[config.mk]
export PLATFORM = sky130hd
export DESIGN_NAME = additive_lagged_random_generator
export DESIGN_NICKNAME = d
export VERILOG_FILES = /design/src/alrg_pkg.sv /design/src/additive_lagged_random_generator.sv /design/src/alrg_table.sv /design/src/alrg_alu.sv
export VERILOG_INCLUDE_DIRS = /design/src /design/src/src
export SDC_FILE = /design/constraint.sdc
export NUM_CORES = 2
export LEC_CHECK = 0
export ABC_AREA = 1
export BUFFER_PORTS_ARGS = -buffer_cell sky130_fd_sc_hd__buf_2
export CORE_MARGIN = 2
export CORE_UTILIZATION = 55
export DETAILED_ROUTE_END_ITERATION = 10
export PLACE_DENSITY = 0.71
export SKIP_CTS_REPAIR_TIMING = 1
export SLEW_MARGIN = 40
export SYNTH_ARGS = -nofsm -noshare
export SYNTH_HDL_FRONTEND = slang
export SYNTH_HIERARCHICAL = 1
export SYNTH_SLANG_ARGS = --single-unit
[constraint.sdc]
create_clock -name clk -period 10.2 [get_ports clk]
set_input_delay 0 -clock clk [delete_from_list [all_inputs] [get_ports clk]]
set_output_delay 0 -clock clk [all_outputs]
set_load 0.05 [all_outputs]
[src/additive_lagged_random_generator_defines.svh]
// Assertion macros for the additive lagged generator
`ifndef ADDITIVE_LAGGED_RANDOM_GENERATOR_DEFINES_SVH
`define ADDITIVE_LAGGED_RANDOM_GENERATOR_DEFINES_SVH

`ifndef NO_ASSERTIONS
`define ALRG_ASSERT_IMP(label, ante, cons, msg) \
	label: assert property (@(posedge clk) disable iff (!arst_n) (ante) |-> (cons)) \
		else $error(msg);
`define ALRG_ASSERT_NXT(label, ante, cons, msg) \
	label: assert property (@(posedge clk) disable iff (!arst_n) (ante) |=> (cons)) \
		else $error(msg);
`else
`define ALRG_ASSERT_IMP(label, ante, cons, msg)
`define ALRG_ASSERT_NXT(label, ante, cons, msg)
`endif

`endif

[src/alrg_pkg.sv]
package alrg_pkg;

	localparam int WORD_BITS = 32;
	localparam int RESULT_BITS = 31;
	localparam int WARM_BITS = 8;
	localparam int RESET_TABLE_BITS = 5;

	localparam logic [WORD_BITS-1:0] LCG_MUL = 32'd1103515245;
	localparam logic [WORD_BITS-1:0] LCG_ADD = 32'd12345;

	localparam logic [WORD_BITS-1:0] RESET_WORDS [32] = '{
		32'h6fdb9cb7, 32'h9de8dc3d, 32'h093bf9e4, 32'h47528c2b,
		32'hfc263867, 32'h53cbf1bf, 32'h13618c92, 32'h9e0f31b1,
		32'hcd651ab0, 32'h2b52a7e5, 32'h2ccdd9bf, 32'h30052e2e,
		32'hb278be81, 32'hd634a58b, 32'h0a33d2c1, 32'hfd42f052,
		32'hcb2f06f8, 32'ha57bb730, 32'h4ca963ac, 32'h84bf5532,
		32'hd67ab9e6, 32'h6e2d017b, 32'h1e17cd99, 32'h5891173a,
		32'h39384a29, 32'he0a0282e, 32'h2e5512fc, 32'h3093f269,
		32'h3a6983e6, 32'h6b9fdaf3, 32'h38b6bbd1, 32'hb5e23046
	};

	typedef enum logic {
		ALU_DRAW,
		ALU_LCG
	} alu_op_t;

	typedef enum logic [2:0] {
		ST_INIT,
		ST_IDLE,
		ST_CALC,
		ST_FILL,
		ST_WARM_RD,
		ST_WARM_CALC
	} alrg_state_t;

	typedef enum logic {
		ACT_SEED = 1'b0,
		ACT_DRAW = 1'b1
	} action_t;

endpackage

[src/additive_lagged_random_generator.sv]
// channel | dir | tdata                      | tuser
// s       | in  | [31:0] seed_value (signed) | [0] action (0 seed, 1 draw)
// m       | out | [30:0] random_value, [31] 0 | -
//
// Draw: table read, then sum and write-back through the one adder.
// Seed: request, chain fill of TABLE_WORDS words, then hidden draws, each a table
// read and then a sum with write-back (up to about 770 draws).
// After reset an init pass writes all TABLE_WORDS table words, s_tready low.
// A draw holds in its sum cycle while the result register is still full.
`include "additive_lagged_random_generator_defines.svh"

module additive_lagged_random_generator
	import alrg_pkg::*;
#(
	parameter int TABLE_WORDS = 32,
	parameter int LAG_DISTANCE = 3
) (
	input  logic        clk,
	input  logic        arst_n,
	input  logic        s_tvalid,
	output logic        s_tready,
	input  logic [31:0] s_tdata,  // [31:0] seed_value
	input  logic        s_tuser,  // [0] action
	output logic        m_tvalid,
	input  logic        m_tready,
	output logic [31:0] m_tdata   // [30:0] random_value, [31] zero
);

	localparam int IW = (TABLE_WORDS > 1) ? $clog2(TABLE_WORDS) : 1;
	localparam int WR_RESET = LAG_DISTANCE % TABLE_WORDS;

	alrg_state_t state_q, state_d;

	logic [IW-1:0]          fill_cnt_q;
	logic [IW-1:0]          read_index_q;
	logic [IW-1:0]          write_index_q;
	logic [WORD_BITS-1:0]   seed_q;
	logic [WARM_BITS-1:0]   warm_cnt_q;
	logic                   phase2_q;
	logic                   extra_q;
	logic                   out_valid_q;
	logic [RESULT_BITS-1:0] out_data_q;

	logic                 req;
	logic                 draw_go;
	logic                 fill_last;
	logic                 warm_more;
	logic [WARM_BITS-1:0] warm_val;

	logic                 tbl_we;
	logic [IW-1:0]        tbl_waddr;
	logic [WORD_BITS-1:0] tbl_wdata;
	logic                 tbl_re;
	logic [WORD_BITS-1:0] rd_a;
	logic [WORD_BITS-1:0] rd_b;

	alu_op_t              alu_op;
	logic [WORD_BITS-1:0] alu_a;
	logic [WORD_BITS-1:0] alu_y;

	function automatic logic [IW-1:0] next_idx(input logic [IW-1:0] idx);
		return (idx == IW'(TABLE_WORDS - 1)) ? '0 : idx + 1'b1;
	endfunction

	assign s_tready = (state_q == ST_IDLE);
	assign req = s_tvalid && s_tready;
	assign m_tvalid = out_valid_q;
	assign m_tdata = {1'b0, out_data_q};

	assign draw_go = (state_q == ST_CALC) && (!out_valid_q || m_tready);
	assign fill_last = (fill_cnt_q == IW'(TABLE_WORDS - 1));
	assign warm_val = alu_y[WARM_BITS:1] ^ seed_q[WARM_BITS-1:0];
	assign warm_more = (warm_cnt_q < warm_val);

	assign alu_op = (state_q == ST_FILL) ? ALU_LCG : ALU_DRAW;
	assign alu_a = (state_q == ST_FILL) ? seed_q : rd_a;

	alrg_alu u_alu (
		.op (alu_op),
		.a  (alu_a),
		.b  (rd_b),
		.y  (alu_y)
	);

	alrg_table #(
		.DEPTH (TABLE_WORDS),
		.AW    (IW)
	) u_table (
		.clk     (clk),
		.we      (tbl_we),
		.waddr   (tbl_waddr),
		.wdata   (tbl_wdata),
		.re      (tbl_re),
		.raddr_a (read_index_q),
		.raddr_b (write_index_q),
		.rdata_a (rd_a),
		.rdata_b (rd_b)
	);

	always_comb begin
		state_d = state_q;
		tbl_we = 1'b0;
		tbl_re = 1'b0;
		tbl_waddr = write_index_q;
		tbl_wdata = alu_y;
		case (state_q)
			ST_INIT: begin
				tbl_we = 1'b1;
				tbl_waddr = fill_cnt_q;
				tbl_wdata = RESET_WORDS[RESET_TABLE_BITS'(fill_cnt_q)];
				if (fill_last) begin
					state_d = ST_IDLE;
				end
			end
			ST_IDLE: begin
				if (req) begin
					if (s_tuser == ACT_DRAW) begin
						tbl_re = 1'b1;
						state_d = ST_CALC;
					end else begin
						state_d = ST_FILL;
					end
				end
			end
			ST_CALC: begin
				if (draw_go) begin
					tbl_we = 1'b1;
					state_d = ST_IDLE;
				end
			end
			ST_FILL: begin
				tbl_we = 1'b1;
				tbl_waddr = fill_cnt_q;
				if (fill_last) begin
					state_d = ST_WARM_RD;
				end
			end
			ST_WARM_RD: begin
				tbl_re = 1'b1;
				state_d = ST_WARM_CALC;
			end
			ST_WARM_CALC: begin
				tbl_we = 1'b1;
				if (phase2_q && !extra_q && !warm_more) begin
					state_d = ST_IDLE;
				end else begin
					state_d = ST_WARM_RD;
				end
			end
			default: state_d = ST_IDLE;
		endcase
	end

	always_ff @(posedge clk or negedge arst_n) begin
		if (!arst_n) begin
			state_q <= ST_INIT;
			fill_cnt_q <= '0;
			read_index_q <= '0;
			write_index_q <= IW'(WR_RESET);
			warm_cnt_q <= '0;
			phase2_q <= 1'b0;
			extra_q <= 1'b0;
			out_valid_q <= 1'b0;
		end else begin
			state_q <= state_d;
			if (state_q == ST_INIT || state_q == ST_FILL) begin
				fill_cnt_q <= fill_last ? '0 : fill_cnt_q + 1'b1;
			end
			if (state_q == ST_FILL && fill_last) begin
				read_index_q <= '0;
				write_index_q <= IW'(WR_RESET);
				warm_cnt_q <= '0;
				phase2_q <= 1'b0;
				extra_q <= 1'b0;
			end
			if (draw_go || state_q == ST_WARM_CALC) begin
				read_index_q <= next_idx(read_index_q);
				write_index_q <= next_idx(write_index_q);
			end
			if (state_q == ST_WARM_CALC) begin
				if (!phase2_q) begin
					if (warm_more) begin
						warm_cnt_q <= warm_cnt_q + 1'b1;
					end else begin
						warm_cnt_q <= '0;
						phase2_q <= 1'b1;
					end
				end else if (extra_q) begin
					extra_q <= 1'b0;
					warm_cnt_q <= warm_cnt_q + 1'b1;
				end else if (warm_more) begin
					extra_q <= 1'b1;
				end
			end
			if (draw_go) begin
				out_valid_q <= 1'b1;
			end else if (m_tready) begin
				out_valid_q <= 1'b0;
			end
		end
	end

	always_ff @(posedge clk) begin
		if (req && s_tuser == ACT_SEED) begin
			seed_q <= s_tdata;
		end else if (state_q == ST_FILL) begin
			seed_q <= alu_y;
		end
		if (draw_go) begin
			out_data_q <= alu_y[WORD_BITS-1:1];
		end
	end

	// index pair must stay the lag apart, modulo the table size
	logic [IW:0]   lag_sum;
	logic [IW-1:0] lag_exp;

	always_comb begin
		lag_sum = {1'b0, read_index_q} + (IW+1)'(WR_RESET);
		if (lag_sum >= (IW+1)'(TABLE_WORDS)) begin
			lag_exp = IW'(lag_sum - (IW+1)'(TABLE_WORDS));
		end else begin
			lag_exp = IW'(lag_sum);
		end
	end

	`ALRG_ASSERT_IMP(a_lag_kept, state_q != ST_INIT, write_index_q == lag_exp, "index lag lost")
	`ALRG_ASSERT_NXT(a_busy_after_req, req, !s_tready, "ready right after a request")
	`ALRG_ASSERT_NXT(a_result_after_draw, draw_go, m_tvalid, "draw gave no result")

endmodule

[src/alrg_table.sv]
module alrg_table
	import alrg_pkg::*;
#(
	parameter int DEPTH = 32,
	parameter int AW = 5
) (
	input  logic                 clk,
	input  logic                 we,
	input  logic [AW-1:0]        waddr,
	input  logic [WORD_BITS-1:0] wdata,
	input  logic                 re,
	input  logic [AW-1:0]        raddr_a,
	input  logic [AW-1:0]        raddr_b,
	output logic [WORD_BITS-1:0] rdata_a,
	output logic [WORD_BITS-1:0] rdata_b
);

	logic [WORD_BITS-1:0] mem [DEPTH];

	always_ff @(posedge clk) begin
		if (we) begin
			mem[waddr] <= wdata;
		end
	end

	always_ff @(posedge clk) begin
		if (re) begin
			rdata_a <= mem[raddr_a];
			rdata_b <= mem[raddr_b];
		end
	end

endmodule

[src/alrg_alu.sv]
module alrg_alu
	import alrg_pkg::*;
(
	input  alu_op_t              op,
	input  logic [WORD_BITS-1:0] a,
	input  logic [WORD_BITS-1:0] b,
	output logic [WORD_BITS-1:0] y
);

	logic [WORD_BITS-1:0] a_adj;
	logic [2*WORD_BITS-1:0] prod;

	always_comb begin
		a_adj = (a[WORD_BITS-1] && b[WORD_BITS-1]) ? (~a + 1'b1) : a;
		prod = a * LCG_MUL;
		case (op)
			ALU_DRAW: y = a_adj + b;
			ALU_LCG:  y = prod[WORD_BITS-1:0] + LCG_ADD;
			default:  y = a_adj + b;
		endcase
	end

endmodule

* Word-level counts from Yosys, hierarchy flattened *
Memories as Yosys holds them, arrays and structs flattened. A register that Yosys moved wholly into a read port is not among the register bits.
Index checks and enable logic that the tools add are counted.

storage, ports and cells
  logic and storage cells = 106
  RAM bits = 1024
  register bits = 92
  memories = 2
  output and inout bits = 34
  ROM bits = 1024

operators by class
  equal/unequal tests = 12
  add/sub/neg operators = 7
  bitwise gates (word level) = 5
  mux-type cells = 47
  multipliers = 1
  reduce and logical (&&, ||, !) cells = 20
  order comparisons = 2

memory list
  name             depth  width  read ports  clocked after memory_dff  wr ports  RTL line                                 RTL
  (no name shown)  32     32     1           0                         0         additive_lagged_random_generator.sv:110  tbl_wdata = RESET_WORDS[RESET_TABLE_BITS'(fill_cnt_q)];
  u_table.mem      32     32     2           2                         1         alrg_table.sv:18                         logic [WORD_BITS-1:0] mem [DEPTH];

operators by type and width
  cell                                                                   number
  32-bit 2-to-1 mux                                                      7
  32-bit case mux with 2 select lines                                    1
  5-bit 2-to-1 mux                                                       8
  8-bit 2-to-1 mux                                                       5
  32-bit by 1-bit adder with 32-bit output, second input constant        1
  32-bit by 14-bit adder with 32-bit output, second input constant       1
  32-bit adder                                                           1
  32-bit by 31-bit multiplier with 32-bit output, second input constant  1
  32-bit inverter                                                        1
  1-bit 2-to-1 mux                                                       18
  3-bit case mux with 6 select lines                                     1
  5-bit by 1-bit adder with 5-bit output, second input constant          3
  5-bit == test, second input constant                                   3
  3-bit 2-to-1 mux                                                       5
  8-bit by 1-bit adder with 8-bit output, second input constant          1
  8-bit < comparator                                                     1
  8-bit bitwise XOR                                                      1
  1-bit logical AND                                                      7
  3-bit by 2-bit == test with 1-bit output, second input constant        2
  3-bit == test, second input constant                                   2
  6-bit >= comparator, second input constant                             1
  2-bit inequality test, second input constant                           3
  5-bit inverter with 6-bit output                                       1
  2-bit nonzero test                                                     3
  other kinds (10)                                                       16

* Logic depth before layout (Yosys ltp) *
  depth in word-level cells = 13
  gate-level depth with buffers = 41
  depth with buffers taken out = 40

* Cells and area by module *
The synthesis kept the hierarchy.

by module, submodules not included
  module                            area each (sq um)  instances  cells each
  alrg_table                        54447.2            1          5999
  alrg_alu                          13040.0            1          1737
  additive_lagged_random_generator  6312.3             1          812

* Least setup slack after synthesis *
Ideal clock, no wire load.

  path type = flip-flop to flip-flop
  from = register state_q[2]
  to = memory u_table.mem[0][24] (data pin)
  arrival = 8.183 ns
  library setup time = 0.454 ns
  cell stages (with the launch flop) = 35
  path slack = 1.563 ns
  cell sequence = dfrtp_1 inv_2 nand3_4 inv_2 buf_2 nand2_1 nand2_1 inv_1 ha_1 xnor2_1 inv_1 ha_1 a21oi_1 fa_1 fa_1 inv_1 fa_1 inv_1 fa_1 inv_1 fa_1 inv_1 fa_1 inv_1 ha_1 nand2_1 nor2_1 and3_1 nand4_1 nand3_1 a21o_1 o21ai_0 o21ai_1 inv_1 o21ai_0

between the ends
  cells in the longest elaborated chain, start to end = 8

ends and longest elaborated chain
  item                                                                                                    RTL line                                 RTL
  from (decl)                                                                                             additive_lagged_random_generator.sv:32   alrg_state_t state_q, state_d;
  from (signal assigned)                                                                                  additive_lagged_random_generator.sv:165  state_q <= state_d;
  3-bit by 2-bit == test with 1-bit output (*)                                                            additive_lagged_random_generator.sv:76   assign alu_a = (state_q == ST_FILL) ? seed_q : rd_a;
  32-bit 2-to-1 mux (*)                                                                                   additive_lagged_random_generator.sv:76
  named net alu_a[6]                                                                                      additive_lagged_random_generator.sv:58   logic [WORD_BITS-1:0] alu_a;
  parallel branches: the longest is 4 deep, another holds 32-bit by 31-bit multiplier with 32-bit output  n/a
  32-bit case mux with 2 select lines (*)                                                                 alrg_alu.sv:16                           case (op)
  named net alu_y[24]                                                                                     additive_lagged_random_generator.sv:59   logic [WORD_BITS-1:0] alu_y;
  32-bit 2-to-1 mux (*)                                                                                   additive_lagged_random_generator.sv:106  case (state_q)
  named net tbl_wdata[24]                                                                                 additive_lagged_random_generator.sv:52   logic [WORD_BITS-1:0] tbl_wdata;
  to (decl)                                                                                               alrg_table.sv:18

Mark *: on every way through the listed nets, which the timed path passes.

* Final worst setup path *
  from = register state_q[0]
  to = memory u_table.mem[26][24] (data pin)

The elaborated chain is that of the path after synthesis.

==> flow_metrics.py <==
metrics = {
    "hold_path": {
        "hold_class": "in2reg",
    },
    "drt": {
        "vias_per_cell": 6.18,
        "drtIter0Drc": 10000,
        "ant_nets": 0,
        "routed_wl_mm": 262,
        "post_drt_wl_per_cell_um": 25.5,
        "drc_errors": 0,
        "vias": 63700,
        "firstDrtPassIters": 9,
    },
    "floorplanning": {
        "die_w_um": 370,
        "die_area_mm2": 0.137,
        "io_pins": 71,
        "core_area_mm2": 0.133,
        "start_util_pct": 55.4,
        "rows": 134,
        "die_h_um": 370,
    },
    "final_layout": {
        "layout_common_cells": "nand2_1 (3339), nand3_1 (1632), edfxtp_1 (1151)",
        "drive_gt1_share_pct": 6.68,
        "fillers": 11200,
        "fin_nets": 8951,
        "syn_to_final_growth_pct": 7.72,
        "final_common_cell": "nand2_1",
    },
    "critical_path": {
        "arrival_ps": 9670,
        "crit_path_end_kind": "flip-flop",
        "critPathKind": "reg2reg",
        "required_ps": 10740,
        "start_kind": "flip-flop",
        "cp_common_cell": "inv_1",
        "critPathMaxFanout": 32,
        "crit_slowest_cell": "dfrtp_1",
        "cpPeakStageDelay_ps": 620,
    },
    "sta": {
        "fin_crit_ps": 9130,
        "period_share_pct": 89.5,
        "setup_viol": 0,
        "slew_viol_final": 0,
        "rsz0062_at_grt": "no",
        "finalClockSkew_ps": 34.2,
        "max_freq_ghz": 0.110,
        "fin_setup_tns_ps": 0,
        "hold_viol": 0,
        "relSlewSlack_pct": 37.2,
        "worst_pin_slew_ps": 942,
    },
    "flow_run": {
        "drv_cap": 0,
    },
    "clocking": {
        "cts_sinks": 1180,
        "h-tree-depth": 4,
        "cts_buffers": 130,
        "root_buffer": "clkbuf_16",
        "cts_tree": "done",
        "cts_buffer_depth": 3,
        "clkLatencyLatePin_ps": 790,
        "clkTransAtPathRegs_ps": 60,
    },
    "logic_synthesis": {
        "yosysWarnings": 6,
        "seq_area_frac_synth_pct": 47.8,
        "synthMuxAreaShare_pct": 0.275,
        "synth_area_per_cell_um2": 8.63,
        "synth_fa_ha_area_share_pct": 10.0,
        "synth_edf_count": 1151,
        "synthSimpleGateAreaFrac_pct": 30.1,
        "ys_async_sr_fraction_pct": 2.46,
        "syn_nets": 9063,
        "ys_ff_latch": 1180,
        "synth_xor_area_share_pct": 0.938,
        "ys.flop_type": "edfxtp_1",
        "syn_area_mm2": 0.0738,
        "ys_types": 71,
        "netlist_instances": 8548,
        "synth_top_family_by_area": "simple AND/OR/NAND/NOR gates",
        "synth_compound_area_share_pct": 3.24,
    },
    "global_route": {
        "grt_usage_pct": 37.7,
        "overflow": 0,
        "grt_pass1_vias": 60600,
        "antenna_found_initial": 11,
        "grt_pass1_wl_mm": 385,
        "grt_max_degree": 176,
    },
    "placed_design": {
        "dp_hpwl_mm": 163,
        "io_buffers": 69,
        "gp_congestion": 1.01,
    },
    "outcome": {
        "status": "finished, final reports clean",
    },
}
## stage by stage
stage / cell area (µm²) / setup WS, ps / std cells / util [%] / hold slack, ps
2_1_floorplan: 73800 / 1560 / 8548 / - / -296
3_3_place_gp: 74500 / 1360 / 10000 / 55.9 / 93.1
3_5_place_dp: 74800 / 1180 / 10000 / 56.1 / 97.6
4_1_cts: 79000 / 1140 / 10300 / 59.3 / -727
5_1_grt: 79500 / 477 / 10300 / 59.6 / 47.5
6_report: 79500 / 1070 / 10300 / 59.6 / 39.0
## state kept, by name, indices dropped and copies added (netlist names), 3 cells and up
signal,count
fill_cnt_q,5
warm_cnt_q,8
read_index_q,5
out_data_q,31
state_q,3
u_table/rdata_b,32
u_table/mem,1024
seed_q,32
u_table/rdata_a,32
write_index_q,5
## area by class of cell
type / instances / area [µm²] / area share [%]
antenna: 3 / 7.51 / 0.00944
inverter: 617 / 2390 / 3.00
sequential: 1180 / 35300 / 44.4
timing repair buffer: 244 / 2050 / 2.57
clock buffer: 151 / 3400 / 4.27
multi-input combinational: 6263 / 33300 / 41.9
clock inverter: 83 / 812 / 1.02
tap: 1768 / 2210 / 2.78
## worst max-delay path, delay by kind of cell, from the launching register on
kind,cells,cell delay (ps)
buffers and inverters,10,1660
DFF,1,620
and+or+nand+nor,8,1390
xor gates and xnor gates,1,290
AOI/OAI and AO/OA,5,940
adders and majority gates,9,3930
## synthesized netlist by cell type (10+ instances only)
cell / count / area, µm²
inv_1: 600 / 2250
nand4_1: 24 / 150
a21oi_1: 157 / 786
edfxtp_1: 1151 / 34600
o21ai_1: 23 / 115
buf_2: 192 / 961
buf_6: 125 / 1410
ha_1: 292 / 3650
nand3_1: 1636 / 8190
inv_2: 11 / 41.3
nor3_1: 12 / 60.1
nor2_1: 196 / 736
buf_4: 69 / 518
clkbuf_1: 55 / 206
xor2_1: 50 / 438
mux2_4: 12 / 180
a31oi_1: 17 / 106
a21o_1: 10 / 75.1
nand2_2: 20 / 125
buf_1: 42 / 158
fa_1: 186 / 3720
nand2_1: 3339 / 12500
o21ai_0: 140 / 701
dfrtp_1: 27 / 676
xnor2_1: 29 / 254
## routing by layer
| metal | up-vias | global-route usage [%] | part of all wire [%] |
|---|---|---|---|
| met5 | - | 0 | 0.026 |
| met4 | 10 | 19.4 | 5.7 |
| met3 | 891 | 8.90 | 13 |
| met2 | 4605 | 57.1 | 44 |
| met1 | 30000 | 50.8 | 37 |
| li1 | 28200 | - | - |
## cell families after synthesis
logic type	Yosys count
multiplexers	14
other	1
AND/OR/NAND/NOR	5271
flip-flops	1180
XOR/XNOR	79
buffers and inverters	1105
AO/OA/AOI/OAI	420
adder cells (fa/ha/maj)	478
## path summary, 6_finish.rpt
check | start | end | slack (ps) | cells past startpoint
setup reg to reg | state_q[0]$_DFFE_PN0P_ | u_table/mem[26][24]$_DFFE_PP_ | 1070 | 33
setup / recovery | state_q[0]$_DFFE_PN0P_ | u_table/mem[26][24]$_DFFE_PP_ | 1070 | 33
min in group asynchronous | arst_n | write_index_q[0]$_DFFE_PN1P_ | 400 | 3
hold / removal | m_tready | m_tvalid$_DFFE_PN0P_ | 40 | 5
max in group asynchronous | arst_n | write_index_q[3]$_DFFE_PN0P_ | 9570 | 4
hold reg to reg | warm_cnt_q[0]$_DFF_PN0_ | warm_cnt_q[0]$_DFF_PN0_ | 600 | 2
Power is left out: the tool's default activity adds up to more than one toggle a clock period on the data nets, which glitch-free logic cannot reach.
